--- config.mk ---
export PLATFORM = sky130hd
export DESIGN_NAME = mfb_ctrl
export DESIGN_NICKNAME = d
export VERILOG_FILES = /design/src/hdl/mfb_pkg.sv /design/src/hdl/mfb_ctrl.sv
export SDC_FILE = /design/constraint.sdc
export NUM_CORES = 1
export LEC_CHECK = 0
export ABC_AREA = 1
export BUFFER_PORTS_ARGS = -buffer_cell sky130_fd_sc_hd__buf_2
export CAP_MARGIN = 10
export CORE_AREA = 10 10 47 49
export DETAILED_ROUTE_END_ITERATION = 6
export DIE_AREA = 0 0 57 59
export PLACE_DENSITY = 0.57
export SLEW_MARGIN = 20
export SYNTH_ARGS = -nofsm -noshare
export SYNTH_HDL_FRONTEND = slang
export SYNTH_SLANG_ARGS = --single-unit
--- constraint.sdc ---
create_clock -name clk -period 1.5 [get_ports clk]
set_input_delay 0.3 -clock clk [delete_from_list [all_inputs] [get_ports clk]]
set_output_delay 0.3 -clock clk [all_outputs]
set_load 0.005 [all_outputs]
--- src/hdl/mfb_pkg.sv ---
// shared constants, codes and types of the monochrome framebuffer draw engine
package mfb_pkg;

  // panel geometry
  localparam int PANEL_COLUMNS = 128;
  localparam int PANEL_PAGES   = 8;
  localparam int PANEL_ROWS    = 8 * PANEL_PAGES;
  localparam int STORE_DEPTH   = PANEL_PAGES * PANEL_COLUMNS;
  localparam int ADDR_W        = $clog2(STORE_DEPTH);

  // command codes
  typedef enum logic [2:0] {
    CMD_SET_PIXEL  = 3'd0,
    CMD_CLR_PIXEL  = 3'd1,
    CMD_LINE       = 3'd2,
    CMD_FILL_RECT  = 3'd3,
    CMD_CLR_RECT   = 3'd4,
    CMD_CLR_SCREEN = 3'd5,
    CMD_READ_BYTE  = 3'd6
  } mfb_cmd_t;

  // controller states
  typedef enum logic [3:0] {
    ST_INIT,
    ST_IDLE,
    ST_PIXEL,
    ST_LINE,
    ST_RECT,
    ST_CLEAR,
    ST_READ,
    ST_DRAIN,
    ST_DONE
  } mfb_state_t;

  // controller to datapath
  typedef struct packed {
    logic load;
    logic pix_op;
    logic line_step;
    logic rect_step;
    logic clr_step;
    logic read_op;
    logic out_load;
  } mfb_dp_cmd_t;

  // datapath to controller
  typedef struct packed {
    logic line_last;
    logic rect_ok;
    logic rect_last;
    logic clr_last;
  } mfb_dp_sts_t;

  // store address of a column byte in a page
  function automatic logic [ADDR_W-1:0] mfb_addr(input logic [4:0] page,
                                                 input logic [7:0] col);
    int a;
    a = int'(page) * PANEL_COLUMNS + int'(col);
    return ADDR_W'(a);
  endfunction

endpackage

--- src/hdl/mfb_ctrl.sv ---
// controller: command sequencing, input and result handshakes
module mfb_ctrl (
  input  logic                 clk,
  input  logic                 rst_n,
  input  logic                 in_valid,
  input  logic [2:0]           in_cmd,
  output logic                 in_stall,
  output logic                 out_valid,
  input  logic                 out_stall,
  output mfb_pkg::mfb_dp_cmd_t dp_cmd,
  input  mfb_pkg::mfb_dp_sts_t dp_sts
);
  import mfb_pkg::*;

  mfb_state_t state_r, state_nxt;
  logic       out_valid_r, out_valid_nxt;
  logic       accept, out_free;

  assign accept   = in_valid && (state_r == ST_IDLE);
  assign out_free = !out_valid_r || !out_stall;

  always_ff @(posedge clk) begin
    if (!rst_n) begin
      state_r     <= ST_INIT;
      out_valid_r <= 1'b0;
    end else begin
      state_r     <= state_nxt;
      out_valid_r <= out_valid_nxt;
    end
  end

  always_comb begin
    state_nxt     = state_r;
    dp_cmd        = '0;
    out_valid_nxt = out_valid_r && out_stall;
    case (state_r)
      ST_INIT: begin
        dp_cmd.clr_step = 1'b1;
        if (dp_sts.clr_last) begin
          state_nxt = ST_IDLE;
        end
      end
      ST_IDLE: begin
        if (accept) begin
          dp_cmd.load = 1'b1;
          case (in_cmd)
            CMD_SET_PIXEL, CMD_CLR_PIXEL: state_nxt = ST_PIXEL;
            CMD_LINE:                     state_nxt = ST_LINE;
            CMD_FILL_RECT, CMD_CLR_RECT:  state_nxt = ST_RECT;
            CMD_CLR_SCREEN:               state_nxt = ST_CLEAR;
            CMD_READ_BYTE:                state_nxt = ST_READ;
            default:                      state_nxt = ST_DRAIN;
          endcase
        end
      end
      ST_PIXEL: begin
        dp_cmd.pix_op = 1'b1;
        state_nxt     = ST_DRAIN;
      end
      ST_LINE: begin
        dp_cmd.line_step = 1'b1;
        if (dp_sts.line_last) begin
          state_nxt = ST_DRAIN;
        end
      end
      ST_RECT: begin
        dp_cmd.rect_step = dp_sts.rect_ok;
        if (!dp_sts.rect_ok || dp_sts.rect_last) begin
          state_nxt = ST_DRAIN;
        end
      end
      ST_CLEAR: begin
        dp_cmd.clr_step = 1'b1;
        if (dp_sts.clr_last) begin
          state_nxt = ST_DRAIN;
        end
      end
      ST_READ: begin
        dp_cmd.read_op = 1'b1;
        state_nxt      = ST_DRAIN;
      end
      ST_DRAIN: begin
        state_nxt = ST_DONE;
      end
      ST_DONE: begin
        if (out_free) begin
          dp_cmd.out_load = 1'b1;
          out_valid_nxt   = 1'b1;
          state_nxt       = ST_IDLE;
        end
      end
      default: begin
        state_nxt = ST_IDLE;
      end
    endcase
  end

  assign in_stall  = state_r != ST_IDLE;
  assign out_valid = out_valid_r;

  // one command at a time: nothing is taken right after a transfer in
  a_one_cmd: assert property (@(posedge clk) disable iff (!rst_n)
    (in_valid && !in_stall) |=> in_stall)
    else $error("second command taken while one is in flight");

  // a finished command with room at the output shows its result next cycle
  a_result_out: assert property (@(posedge clk) disable iff (!rst_n)
    (state_r == ST_DONE && out_free) |=> (out_valid_r && state_r == ST_IDLE))
    else $error("finished command produced no result");

  // the result register never loads over a result still waiting
  a_no_overwrite: assert property (@(posedge clk) disable iff (!rst_n)
    (out_valid_r && out_stall) |-> !dp_cmd.out_load)
    else $error("result overwritten before transfer");

endmodule

[After elaboration in Yosys (flattened, before gate mapping)]
Cells that the tools add are included.
Operators by class
  equal/unequal tests: 21
  mux-type cells: 19
  reduce and logical (&&, ||, !) cells: 14
Operators with widths (count)
  $pmux 4 s8: 1
  $mux 4: 6
  $eq 4x3->1 const B: 4
  $pmux 3 s5: 1
  $ne 2x2->1 const B: 6
  $mux 1: 11
  $eq 3x3->1 const B: 3
  $eq 4x2->1 const B: 2
  $reduce_or 2->1: 4
  $eq 3x2->1 const B: 2
  $reduce_and 6->1: 1
  $eq 4x1->1 const B: 1
  $eq 4x4->1 const B: 1
  $logic_not 4->1: 1
  $ne 4x1->1 const B: 1
  $eq 3x1->1 const B: 1
  $logic_not 1->1: 3
  $logic_not 3->1: 1
  $logic_and 1x1->1: 2
  $logic_or 1x1->1: 2
Storage, ports and cells
  input bits: 11
  register bits after elaboration: 5

[Longest topological paths before layout]
Gate-level depths: netlist of the first run.
  depth after elaboration: 5
  depth in mapped cells: 9
  gate-level depth less buffers: 9

[Least setup slack after synthesis of the first run]
No wires, ideal clock.
  kind: register -> output
  start: register state_r[0]
  end: output dp_cmd[6] (netlist bit)
  stages on the path, launching flop included: 5
  data arrival time: 815 ps
  buffers on the path: 0
  setup slack: 385 ps
  path through: dfxtp_1 nand2_1 nor2_2 inv_1 nor2_1
RTL lines
  from (decl): line mfb_ctrl.sv:15  | mfb_state_t state_r, state_nxt;
  from (signal assigned): line mfb_ctrl.sv:27  | state_r <= state_nxt;
  to (decl): line mfb_ctrl.sv:10  | output mfb_pkg::mfb_dp_cmd_t dp_cmd,

==> results by group, run 1 <==
Run status
  • Run status: complete, no violations

Worst setup path
  • Signal arrival time at the worst endpoint: 1.13 ns
  • Buffers and inverters on the worst path: 2
  • Critical Path Sink Type: primary output
  • Depth of the critical timing path with buffers and inverters included: 3
  • Maximum fanout along the worst path: 4
  • Cell family with most CP delay: flip-flops
  • Crit path max-delay cell type: sky130_fd_sc_hd__dfxtp_2
  • R2R depth: 8
  • Slowest Stage Delay on Critical Path: 0.40 ns
  • Worst R2R End: state_r[0]$_SDFFE_PN0P_
  • Reg2reg setup slack: 0.26 ns
  • Critical R2R Launch: state_r[1]$_SDFFE_PN0P_
  • Required time at the endpoint of the critical path: 1.20 ns
  • Category of the critical setup timing path: reg -> out
  • Setup crit start kind: flop
  • Worst-path cell chain: inv_4, nor4_1, buf_2

Timing
  • Count of final max-slew check failures: 0
  • Transition time at the pin with the least slew margin: 0.2484 ns
  • Worst clock skew: 0.003081 ns
  • Total of endpoints with negative setup slack in the final report: 0
  • Final worst slack: 0.07427 ns
  • Post-Route Setup TNS: 0 ns
  • Period utilisation layout: 95.05%
  • Tmin final: 1.426 ns
  • Headroom to the max-slew limit: 83.29%
  • FMAX: 701.4 MHz
  • Number of hold violations in the final report: 0

Final layout
  • Fraction of final layout cells sized beyond drive strength 1: 44.76%
  • Number of cells in the finished layout apart from fillers: 121
  • Number of nets in the layout: 117
  • Final core utilization: 46.43%
  • Number of antenna repair diodes: 0
  • Post-synthesis to final-layout area growth: 47.31%
  • Post-route cell area: 650.6 sq um

Min path
  • Worst Hold Endpoint: state_r[1]$_SDFFE_PN0P_
  • Worst Hold Path Cells: 3
  • Worst min path class: in -> reg
  • Start point of the worst min-delay path: rst_n

Floorplan
  • Count of boundary I/O pins: 20
  • Die Y-Extent: 59 microns
  • Floorplan row count: 14
  • Total core area: 1401 sq um
  • Full die area: 3363 sq um
  • Die width: 57 microns
  • Starting density of the core: 31.52%

Clock tree
  • Clock sinks: 5
  • Clock H-tree levels: 1
  • Insertion delay of the later-clocked pin in the worst-skew pair: 0.24 ns
  • Clock transition at the register clock pins on the worst setup and hold paths after CTS: 0.05 ns
  • Root buffer cell: sky130_fd_sc_hd__clkbuf_4
  • Maximum root-to-sink buffer count: 2
  • Cts bufs inserted: 3
  • CTS tree: yes

GRT
  • Total gr overflow: 0
  • First-pass GRT wire length: 2090 microns
  • Via count of the first global-routing pass: 539
  • Total track usage: 7.239%
  • Antenna violations before repair: 0
  • Maximum number of pins on one net before global-route repair: 8

Synth
  • Number of unique standard cell types used by synthesis: 13
  • Part of the Yosys area used for sequential elements: 22.66%
  • Area share of the leading cell type in the synthesized netlist: 22.66%
  • Syn avg cell area: 5.662 sq um
  • Synthesized netlist net count: 89
  • Largest cells by area after synthesis: sky130_fd_sc_hd__dfxtp_1, sky130_fd_sc_hd__nand2_1, sky130_fd_sc_hd__nor2_1, sky130_fd_sc_hd__inv_1, sky130_fd_sc_hd__nor2_2
  • Ys Warns: 0
  • Number of synthesized register bits: 5
  • Gate count after technology mapping: 78
  • Cell taking the most area after synthesis: sky130_fd_sc_hd__dfxtp_1
  • Total standard cell area after synthesis: 441.7 sq um

Place
  • IO buf count: 19
  • HPWL after detailed placement: 959.3 microns
  • Cell area after placement: 556.8 sq um
  • Final weighted congestion in routability-driven placement: 0.7745
  • Pre-CTS WS: 0.2111 ns
  • Placed cells: 113

Power
  • Combinational share of power: 63.0%
  • Total power divided by cell area: 1693 nW/um^2
  • Net Switching: 0.5137 mW
  • Clock share of power: 14.1%
  • Share of total power consumed by net switching: 46.63%
  • Flop pwr share: 22.9%
  • Leak: 0.3776 nW
  • Cell internal pwr: 0.5879 mW
  • Worst supply voltage drop on vdd: 0.7403 mV

Routing
  • DR DRC count: 0
  • Post-detailed-route count of antenna-violating nets: 0
  • Via-per-instance ratio: 4.496
  • Routed len/inst: 10.10 microns
  • Iteration-0 DRC Markers: 4
  • First-pass detailed-route iteration total: 4
  • Total via count in the routed design: 544
  • Wire length reported by the detailed router: 1222 microns

Run
  • Max_cap viols: 0
[power by group through the flow]
stage               sequential, mW  clock [mW]  combinational, mW
finish                       0.252       0.156              0.694
global route                 0.261       0.169              0.807
CTS                          0.233       0.165              0.608
detailed placement           0.223           0              0.585
global placement             0.223           0              0.587
floorplan                    0.212           0              0.436
[flip-flops by register name, summed over array words and instances, names as in the netlist]
name / flops
state_r: 4
out_valid: 1
[worst min-delay path: stages]
cell,delay [ns]
sky130_fd_sc_hd__buf_2,0.12
sky130_fd_sc_hd__nand2_1,0.06
sky130_fd_sc_hd__nor2_1,0.03
[area by class of cell]
| cell class | instances | area, sq um |
|---|---|---|
| clock buffer | 4 | 26.28 |
| tap | 16 | 20.02 |
| timing repair buffer | 23 | 125.1 |
| inverter | 13 | 51.30 |
| multi-input combinational | 60 | 320.3 |
| sequential | 5 | 107.6 |
| fill | 168 | 750.7 |
[cell families (layout without fill, tap and decap cells)]
group	after synthesis	in the layout	synth area share [%]
DFF	5	5	22.66
buffers and inverters	13	40	11.05
AOI/OAI and AO/OA	7	7	9.066
and+or+nand+nor	53	53	57.23
[cells in the final DEF, fill, tap and decap left out]
cell	n
sky130_fd_sc_hd__a21oi_1	6
sky130_fd_sc_hd__a22o_2	1
sky130_fd_sc_hd__buf_2	19
sky130_fd_sc_hd__buf_4	4
sky130_fd_sc_hd__clkbuf_1	1
sky130_fd_sc_hd__clkbuf_4	3
sky130_fd_sc_hd__dfxtp_1	1
sky130_fd_sc_hd__dfxtp_2	3
sky130_fd_sc_hd__dfxtp_4	1
sky130_fd_sc_hd__inv_1	11
sky130_fd_sc_hd__inv_2	1
sky130_fd_sc_hd__inv_4	1
sky130_fd_sc_hd__nand2_1	20
sky130_fd_sc_hd__nand2_2	2
sky130_fd_sc_hd__nand3_1	6
sky130_fd_sc_hd__nand3_2	3
sky130_fd_sc_hd__nor2_1	12
sky130_fd_sc_hd__nor2_2	4
sky130_fd_sc_hd__nor2_4	5
sky130_fd_sc_hd__nor4_1	1
[metrics by stage]
stage | power [mW] | hold slack [ns]
2_1_floorplan | 0.6483 | 0.4205
3_3_place_gp | 0.8108 | 0.4739
3_5_place_dp | 0.8082 | 0.4786
4_1_cts | 1.006 | 0.3085
5_1_grt | 1.237 | 0.3400
6_report | 1.102 | 0.3087
[what timing repair did]
action,4_1_cts,5_1_grt
gates resized for setup,4,10
hold buffers,0,0
pin swaps,0,2
setup buffers,0,4
endpoints found under the setup margin,5,7
cloned,0,0
[synthesized netlist by cell type]
master,n
sky130_fd_sc_hd__nor4_1,1
sky130_fd_sc_hd__a21oi_1,6
sky130_fd_sc_hd__dfxtp_1,5
sky130_fd_sc_hd__nor2_2,6
sky130_fd_sc_hd__a22o_2,1
sky130_fd_sc_hd__nand2_1,21
sky130_fd_sc_hd__nand3_2,3
sky130_fd_sc_hd__nor2_1,14
sky130_fd_sc_hd__nand2_2,1
sky130_fd_sc_hd__nand3_1,6
sky130_fd_sc_hd__nor2_4,1
sky130_fd_sc_hd__inv_2,1
sky130_fd_sc_hd__inv_1,12
[worst max-delay path by stage]
stage	slack [ns]	endpoint	startpoint
after floorplan	0.38	dp_cmd[6]	state_r[0]$_SDFFE_PN0P_
after global placement	0.21	dp_cmd[6]	state_r[0]$_SDFFE_PN0P_
after detailed placement	0.21	dp_cmd[0]	state_r[0]$_SDFFE_PN0P_
after CTS	-0.03	dp_cmd[2]	state_r[2]$_SDFFE_PN0P_
after global routing	-0.02	dp_cmd[3]	state_r[2]$_SDFFE_PN0P_
final	0.07	dp_cmd[1]	state_r[2]$_SDFFE_PN0P_
[per-layer routing]
metal  vias up  global-route usage (%)  routed length (microns)
met5         -                       0                        0
met4         0                   3.020                        0
met3         0                   2.790                      100
met2         9                   12.25                      642
met1       237                   7.904                      479
li1        298                       -                        -
Note: power is estimated with default switching activity, not from simulation.
==> inputs of run 2 (changes only) <==
--- a/config.mk
+++ b/config.mk
@@ -5,13 +5,12 @@
 export SDC_FILE = /design/constraint.sdc
 export NUM_CORES = 1
 export LEC_CHECK = 0
-export ABC_AREA = 1
 export BUFFER_PORTS_ARGS = -buffer_cell sky130_fd_sc_hd__buf_2
 export CAP_MARGIN = 10
 export CORE_AREA = 10 10 47 49
 export DETAILED_ROUTE_END_ITERATION = 6
 export DIE_AREA = 0 0 57 59
-export PLACE_DENSITY = 0.57
+export PLACE_DENSITY = 0.56
 export SLEW_MARGIN = 20
 export SYNTH_ARGS = -nofsm -noshare
 export SYNTH_HDL_FRONTEND = slang
==> results by group, run 2 <==
Run status
  • Run status: finished, violations left
  • Failing checks: setup timing

Timing
  • FMAX: 601.8 MHz
  • Count of final max-slew check failures: 0
  • Tmin final: 1.662 ns
  • Headroom to the max-slew limit: 81.52%
  • Total of endpoints with negative setup slack in the final report: 6
  • Worst clock skew: 0.008702 ns
  • Number of hold violations in the final report: 0
  • Post-route worst hold slack: 0.2687 ns
  • Post-Route Setup TNS: -0.2813 ns
  • Unrepaired setup endpoints after global routing: yes
  • Transition time at the pin with the least slew margin: 0.2766 ns
  • Final worst slack: -0.1618 ns
  • Period utilisation layout: 110.8%

GRT
  • Via count of the first global-routing pass: 501
  • Total gr overflow: 0
  • Antenna violations before repair: 0
  • Total track usage: 7.806%
  • Maximum number of pins on one net before global-route repair: 10
  • First-pass GRT wire length: 2111 microns

Place
  • HPWL after detailed placement: 1007 microns
  • Placed cells: 91
  • IO buf count: 19
  • Final weighted congestion in routability-driven placement: 0.7870
  • Pre-CTS WS: -0.02379 ns

Clock tree
  • Insertion delay of the later-clocked pin in the worst-skew pair: 0.26 ns
  • Cts bufs inserted: 3
  • CTS tree: yes
  • Clock sinks: 5
  • Root buffer cell: sky130_fd_sc_hd__clkbuf_4
  • Maximum root-to-sink buffer count: 2
  • Clock transition at the register clock pins on the worst setup and hold paths after CTS: 0.05 ns
  • Clock H-tree levels: 1
  • Cts-stage hold buffer count: 0

Synth
  • Largest cells by area after synthesis: sky130_fd_sc_hd__dfxtp_1, sky130_fd_sc_hd__nand2b_1, sky130_fd_sc_hd__a21oi_1, sky130_fd_sc_hd__o32ai_2, sky130_fd_sc_hd__nor3_1
  • Cell taking the most area after synthesis: sky130_fd_sc_hd__dfxtp_1
  • Compound-cell area share of the yosys netlist: 24.27%
  • Count of flip-flops with a built-in enable after synthesis: 0
  • Syn avg cell area: 7.924 sq um
  • Post-synthesis adder-cell area fraction: 0%
  • Gate count after technology mapping: 54
  • Most used DFF post-synth: sky130_fd_sc_hd__dfxtp_1
  • Area share of the leading cell type in the synthesized netlist: 23.39%
  • Xor/xnor cell area share of the yosys netlist: 0%
  • Synthesized netlist net count: 65
  • Total standard cell area after synthesis: 427.9 sq um
  • Ys Warns: 0
  • Async S/R FF share, synth: 0%
  • Number of unique standard cell types used by synthesis: 29
  • Proportion of synthesized area in mux cells: 2.632%
  • Number of synthesized register bits: 5
  • Part of the Yosys area used for sequential elements: 23.39%
  • List of most frequent post-synthesis cells: sky130_fd_sc_hd__a21oi_1, sky130_fd_sc_hd__dfxtp_1, sky130_fd_sc_hd__nand2b_1, sky130_fd_sc_hd__nand2_1, sky130_fd_sc_hd__nor2_1
  • Simple logic cell fraction of the synthesized area: 42.98%
  • Combinational family with the most area after synthesis: simple AND/OR/NAND/NOR gates

Routing
  • Post-detailed-route count of antenna-violating nets: 0
  • First-pass detailed-route iteration total: 2
  • DR DRC count: 0
  • Total via count in the routed design: 503
  • Iteration-0 DRC Markers: 6
  • Wire length reported by the detailed router: 1249 microns
  • Routed len/inst: 12.74 microns
  • Via-per-instance ratio: 5.133

Power
  • Worst supply voltage drop on vdd: 0.6822 mV
  • Leak: 0.2910 nW
  • Total power: 1.158 mW
  • Total power divided by cell area: 1733 nW/um^2

Floorplan
  • Starting density of the core: 30.54%
  • Die width: 57 microns
  • Total core area: 1401 sq um
  • Floorplan row count: 14
  • Full die area: 3363 sq um
  • Die Y-Extent: 59 microns
  • Count of boundary I/O pins: 20

Final layout
  • Leading cell type in the layout, fill and taps excluded: sky130_fd_sc_hd__buf_2
  • Number of antenna repair diodes: 0
  • Number of cells in the finished layout apart from fillers: 98
  • Commonest cells after routing, fill and taps aside: sky130_fd_sc_hd__buf_2, sky130_fd_sc_hd__buf_4, sky130_fd_sc_hd__nand2_1, sky130_fd_sc_hd__a21oi_1
  • Number of nets in the layout: 94
  • Reg with most FFs: state_r
  • Flip-flop count of the largest register after layout: 4
  • Post-synthesis to final-layout area growth: 56.14%
  • Fill cells: 145
  • Fraction of final layout cells sized beyond drive strength 1: 62.20%

Min path
  • Worst Hold Endpoint: state_r[3]$_SDFFE_PN0P_
  • Start point of the worst min-delay path: rst_n
  • Worst Hold Path Cells: 2
  • Worst min path class: in -> reg

Worst setup path
  • Setup crit start kind: flop
  • Critical R2R Launch: state_r[0]$_SDFFE_PN0P_
  • Worst R2R End: state_r[1]$_SDFFE_PN0P_
  • Maximum fanout along the worst path: 3
  • Critical Path Sink Type: primary output
  • Reg2reg setup slack: -0.07 ns
  • Signal arrival time at the worst endpoint: 1.36 ns
  • R2R depth: 6
  • Required time at the endpoint of the critical path: 1.20 ns
  • Category of the critical setup timing path: reg -> out

Run
  • Max_cap viols: 0
==> run 2: critical path: stages (launching register included) <==
cell and delay, ns:
sky130_fd_sc_hd__dfxtp_2 0.32, sky130_fd_sc_hd__or4b_4 0.56, sky130_fd_sc_hd__a21oi_2 0.11, sky130_fd_sc_hd__buf_2 0.12
==> run 2: routing by layer <==
layer	up-vias	wire [microns]	global-route usage, %	share of wire (%)
met2	14	615	12.25	49
met3	5	117	4.292	9.4
met4	0	34	6.040	2.7
li1	256	-	-	-
met1	228	480	7.554	38
met5	-	0	0	0
==> run 2: logic make-up (layout without fill, tap and decap cells) <==
kind of cell | after synthesis | after routing
and+or+nand+nor | 29 | 29
AOI/OAI and AO/OA | 14 | 14
DFF | 5 | 5
buffers and inverters | 5 | 33
muxes | 1 | 1
==> run 2: how the worst max path moves through the flow <==
stage	cells past startpoint	end	from	slack (ns)
2_1_floorplan	6	state_r[0]$_SDFFE_PN0P_	state_r[1]$_SDFFE_PN0P_	0.007
3_3_place_gp	5	state_r[0]$_SDFFE_PN0P_	state_r[0]$_SDFFE_PN0P_	0.02
3_5_place_dp	5	state_r[0]$_SDFFE_PN0P_	state_r[2]$_SDFFE_PN0P_	-0.02
4_1_cts	3	dp_cmd[0]	state_r[0]$_SDFFE_PN0P_	-0.17
5_1_grt	3	dp_cmd[0]	state_r[3]$_SDFFE_PN0P_	-0.19
6_report	3	dp_cmd[0]	state_r[0]$_SDFFE_PN0P_	-0.16
==> run 2: final cells by class <==
type                    instances  area, sq um  area share (%)
well taps                      16        20.02           2.996
flip-flops and latches          5        103.9           15.54
repair buffers                 27        158.9           23.78
multi-input cells              44        351.6           52.62
clock buffers                   4        26.28           3.933
inverters                       2        7.507           1.124
==> run 2: power by group <==
group	total, mW	switching, mW	leakage (nW)	internal [mW]
sequential	0.222	0.0424	0.0419	0.180
combinational	0.770	0.358	0.234	0.412
clock	0.165	0.0642	0.0150	0.101
total	1.16	0.464	0.291	0.693
==> run 2: through the flow <==
stage,util [%],cell area [sq um]
3_3_place_gp,39.91,559.3
4_1_cts,44.91,629.4
2_1_floorplan,-,427.9
5_1_grt,47.68,668.1
3_5_place_dp,39.91,559.3
6_report,47.68,668.1
==> run 2: what timing repair did <==
| item | in CTS | in global routing |
|---|---|---|
| setup buffers | 2 | 1 |
| endpoints found under the setup margin | 7 | 10 |
| resized for setup | 9 | 9 |
| pin swaps | 3 | 2 |
